===== config.mk =====
export PLATFORM = sky130hd
export DESIGN_NAME = slc_lookup
export DESIGN_NICKNAME = d
export VERILOG_FILES = /design/src/hw/rtl/slc_pkg.sv /design/src/hw/rtl/slc_lookup.sv
export SDC_FILE = /design/constraint.sdc
export NUM_CORES = 1
export LEC_CHECK = 0
export BUFFER_PORTS_ARGS = -buffer_cell sky130_fd_sc_hd__buf_2
export CORE_AREA = 2 2 326 328
export DETAILED_ROUTE_END_ITERATION = 6
export DIE_AREA = 0 0 328 330
export GPL_ROUTABILITY_DRIVEN = 0
export PLACE_DENSITY = 0.35
export SLEW_MARGIN = 20
export SYNTH_ARGS = -nofsm -noshare
export SYNTH_HDL_FRONTEND = slang
export SYNTH_SLANG_ARGS = --single-unit

===== constraint.sdc =====
create_clock -name vclk -period 8.3
set_input_delay 0.83 -clock vclk [all_inputs]
set_output_delay 0.83 -clock vclk [all_outputs]
set_load 0.01 [all_outputs]

===== src/hw/rtl/slc_pkg.sv =====
// ----------------------------------------------------------------------------
// slc_pkg
// Types and constants shared by the set-associative LRU cache model.
// ----------------------------------------------------------------------------
package slc_pkg;

	// access modes
	localparam logic [1:0] MODE_LOAD   = 2'd0;
	localparam logic [1:0] MODE_STORE  = 2'd1;
	localparam logic [1:0] MODE_MODIFY = 2'd2;
	localparam logic [1:0] MODE_IFETCH = 2'd3;

	// configuration register indexes
	localparam logic [1:0] CFG_SET_BITS   = 2'd0;
	localparam logic [1:0] CFG_BLOCK_BITS = 2'd1;
	localparam logic [1:0] CFG_WAYS_USED  = 2'd2;

	localparam int CFG_IDX_W  = 2;
	localparam int CFG_DATA_W = 5;
	localparam int SHIFT_W    = 6;

	typedef struct packed {
		logic [1:0]  mode;
		logic [63:0] address;
	} acc_t;

	typedef struct packed {
		logic        hit;
		logic        miss;
		logic        eviction;
		logic        extra_hit;
		logic [31:0] hit_total;
		logic [31:0] miss_total;
		logic [31:0] eviction_total;
	} res_t;

	// one cache line as held in a memory row
	typedef struct packed {
		logic        valid;
		logic [63:0] tag;
		logic [31:0] stamp;
	} way_t;

	typedef enum logic [1:0] {
		LK_HIT,
		LK_FILL,
		LK_EVICT
	} lk_kind_t;

	typedef enum logic [1:0] {
		ST_CLEAR,
		ST_IDLE,
		ST_LOOKUP
	} cache_state_t;

	function automatic logic [31:0] sat_inc(input logic [31:0] v);
		return (v == 32'hFFFF_FFFF) ? v : v + 32'd1;
	endfunction

endpackage


===== src/hw/rtl/slc_lookup.sv =====
// ----------------------------------------------------------------------------
// slc_lookup
// Compares all ways of one set row and picks the target way: the first
// matching valid way, else the first invalid way, else the oldest stamp.
// ----------------------------------------------------------------------------
module slc_lookup #(
	parameter int MAX_WAYS = 8
) (
	input  slc_pkg::way_t [MAX_WAYS-1:0]           row,
	input  logic [63:0]                            tag,
	input  logic [$clog2(MAX_WAYS+1)-1:0]          ways_eff,
	output slc_pkg::lk_kind_t                      kind,
	output logic [((MAX_WAYS > 1) ? $clog2(MAX_WAYS) : 1)-1:0] target
);
	import slc_pkg::*;

	localparam int WAY_AW = (MAX_WAYS > 1) ? $clog2(MAX_WAYS) : 1;
	localparam int LVL    = (MAX_WAYS > 1) ? $clog2(MAX_WAYS) : 0;
	localparam int W2     = 1 << LVL;

	logic              found;
	logic              has_empty;
	logic [WAY_AW-1:0] hit_way;
	logic [WAY_AW-1:0] empty_way;

	logic              t_cand  [0:LVL][0:W2-1];
	logic [31:0]       t_stamp [0:LVL][0:W2-1];
	logic [WAY_AW-1:0] t_idx   [0:LVL][0:W2-1];

	// first match and first empty way; scan downward so the lowest way wins
	always_comb begin
		found     = 1'b0;
		has_empty = 1'b0;
		hit_way   = '0;
		empty_way = '0;
		for (int w = MAX_WAYS - 1; w >= 0; w--) begin
			if (w < int'(ways_eff)) begin
				if (row[w].valid && row[w].tag == tag) begin
					found   = 1'b1;
					hit_way = WAY_AW'(w);
				end
				if (!row[w].valid) begin
					has_empty = 1'b1;
					empty_way = WAY_AW'(w);
				end
			end
		end
	end

	// minimum-stamp tree; ties keep the lower way
	always_comb begin
		for (int l = 0; l <= LVL; l++) begin
			for (int n = 0; n < W2; n++) begin
				t_cand[l][n]  = 1'b0;
				t_stamp[l][n] = '0;
				t_idx[l][n]   = '0;
			end
		end
		for (int w = 0; w < W2; w++) begin
			if (w < MAX_WAYS) begin
				t_cand[0][w]  = (w < int'(ways_eff));
				t_stamp[0][w] = row[w].stamp;
				t_idx[0][w]   = WAY_AW'(w);
			end
		end
		for (int l = 0; l < LVL; l++) begin
			for (int n = 0; n < (W2 >> (l + 1)); n++) begin
				if (t_cand[l][2*n+1] && (!t_cand[l][2*n] ||
						t_stamp[l][2*n+1] < t_stamp[l][2*n])) begin
					t_cand[l+1][n]  = 1'b1;
					t_stamp[l+1][n] = t_stamp[l][2*n+1];
					t_idx[l+1][n]   = t_idx[l][2*n+1];
				end else begin
					t_cand[l+1][n]  = t_cand[l][2*n];
					t_stamp[l+1][n] = t_stamp[l][2*n];
					t_idx[l+1][n]   = t_idx[l][2*n];
				end
			end
		end
	end

	always_comb begin
		if (found) begin
			kind   = LK_HIT;
			target = hit_way;
		end else if (has_empty) begin
			kind   = LK_FILL;
			target = empty_way;
		end else begin
			kind   = LK_EVICT;
			target = t_idx[LVL][0];
		end
	end

endmodule


==> impl_metrics.py <==
metrics = {
    "sta": {
        "rsz0062_at_grt": "true",
        "tns_ps": 0,
        "min_period_ps": 8150,
        "worst_pin_slew_ps": 1060,
        "whs_ps": 2610,
        "hold_violations": 0,
        "finalSetupViolations": 0,
        "worst_slack_ps": 152,
        "drv_slew": 0,
        "fmax_ghz": 0.123,
        "min_period_over_period_pct": 98.2,
        "max-slew-margin-rel_pct": 28.7,
    },
    "global_routing": {
        "grt_pass1_vias": 20200,
        "grt-ovfl-total": 0,
        "gr-usage-all-layers_pct": 21.7,
        "grt_pass1_wl_um": 162000,
        "antenna_found_initial": 56,
        "grt_max_degree": 29,
    },
    "worst_setup_path": {
        "crit_fanout": 7,
        "startpoint_type": "primary input",
        "max_stage_delay_ps": 410,
        "required_ps": 7470,
        "crit_top_cell": "a21o_1",
        "crit_type": "in2out",
        "cp.arrival_ps": 7320,
        "cp_slowest_cell": "a2111o_1",
        "endpoint_kind": "output port",
    },
    "yosys": {
        "syn_inst": 2019,
        "synth_cell_types": 63,
        "ys_warn_count": 0,
        "synth_area_um2": 13600,
        "ys_seq_area_share_pct": 0,
        "syn_area_per_cell_um2": 6.71,
        "synth_nets": 3080,
    },
    "placement": {
        "dp_hpwl_um": 111000,
        "dp.cells": 4419,
        "portBuffers": 849,
        "postPlaceCellArea_um2": 21200,
        "post-place-ws_ps": -752,
    },
    "finish": {
        "layout_common_cells": "buf_2, buf_4, xnor2_1, inv_1, ha_1",
        "regArea_um2": 0,
        "area_growth_syn_to_layout_pct": 69.0,
        "stdcell_count": 4479,
        "fin_util_pct": 21.9,
        "fin_area_um2": 22900,
        "final_nets": 4135,
        "mostFrequentLayoutCell": "buf_2",
        "drive_gt1_share_pct": 43.7,
        "clock_buffers": 0,
        "nFlopsAndLatches": 0,
    },
    "die": {
        "ios": 849,
        "core_um2": 105000,
        "fp.dieW_um": 328,
        "initial_core_util_pct": 12.9,
        "dieArea_um2": 108000,
        "die_h_um": 330,
        "rows": 119,
    },
    "detailed_routing": {
        "drt_drc_violations_left": 0,
        "dr.pass1.iters": 5,
        "routedWlPerCell_um": 27.7,
        "dr_total_vias": 19400,
        "via_per_inst": 4.32,
        "drt-total-wl_um": 124000,
        "drt_iter0_drc": 1073,
        "final_antenna_net_count": 0,
    },
    "worst_hold_path": {
        "hp-class": "in2out",
    },
    "job": {
        "cap_violations": 0,
    },
    "power": {
        "max-vdd-ir-drop_mv": 0.0684,
        "p_per_area_nw_per_um2": 104,
        "total_leakage_power_nw": 10.9,
        "finalPower_mw": 2.37,
    },
    "run_status": {
        "status": "finished, final reports clean",
    },
}
[power by group]
part	internal, mW	leakage, nW	total [mW]	switching [mW]
Clock	0.000000260	0.000101	0.000000260	0
Sequential	0	0	0	0
Combinational	1.10	10.9	2.37	1.27
Total	1.10	10.9	2.37	1.27
[cells in the mapped netlist (9+ instances only)]
| library cell | number | area (um2) |
|---|---|---|
| xnor2_1 | 256 | 2240 |
| ha_1 | 217 | 2720 |
| inv_1 | 198 | 743 |
| a21oi_1 | 163 | 816 |
| nand2_1 | 146 | 548 |
| xor2_1 | 145 | 1270 |
| o21ai_0 | 143 | 716 |
| nor2_1 | 141 | 529 |
| nand4_1 | 105 | 657 |
| clkbuf_1 | 90 | 338 |
| nor4_1 | 56 | 350 |
| a21o_1 | 32 | 240 |
| o22ai_1 | 29 | 181 |
| nor2b_1 | 28 | 175 |
| nand2b_1 | 25 | 156 |
| nor3_1 | 23 | 115 |
| nand3_1 | 22 | 110 |
| o2bb2ai_1 | 20 | 175 |
| a211oi_1 | 17 | 128 |
| o2111ai_1 | 12 | 105 |
| a2111oi_0 | 11 | 96.3 |
| buf_2 | 11 | 55.1 |
| a221oi_1 | 10 | 87.6 |
| o21a_1 | 9 | 67.6 |
[logic make-up after synthesis]
family / synth area share [%]
AND/OR/NAND/NOR: 21.3
AO/OA/AOI/OAI: 23.8
XOR/XNOR: 25.9
buffers and inverters: 8.49
adder cells (fa/ha/maj): 20.0
multiplexers: 0.452
[worst max-delay path: cells and delay by family]
| family | cells | cell delay (ps) |
|---|---|---|
| AO/OA/AOI/OAI | 17 | 3680 |
| AND/OR/NAND/NOR | 7 | 860 |
| adder cells (fa/ha/maj) | 3 | 790 |
| multiplexers | 1 | 330 |
| buffers and inverters | 6 | 830 |
[layout make-up]
type | count | area [um2]
fill | 12100 | 81800
multi-input combinational | 1720 | 13600
timing repair buffer | 1154 | 6800
tap | 1391 | 1740
inverter | 198 | 748
antenna | 16 | 40.0
[final timing paths]
path,slack (ps),end,from,cells past startpoint
min,2610,target[0],row[193],6
max,150,target[1],row[509],34
[timing repair]
item | 4_1_cts | 5_1_grt
resized for setup | 163 | 115
setup endpoints to repair | 3 | 3
hold buffers | 0 | 0
pin swaps | 55 | 61
gates cloned | 6 | 1
buffers inserted | 24 | 15
[metal layers]
metal	track usage (%)	vias up	share of wire, %
met5	0	-	0.20
met4	8.07	38	4.5
met3	3.19	190	5.6
met2	42.4	748	53
met1	23.2	9111	36
li1	-	9284	-
Note: power is estimated with default switching activity, not from simulation.
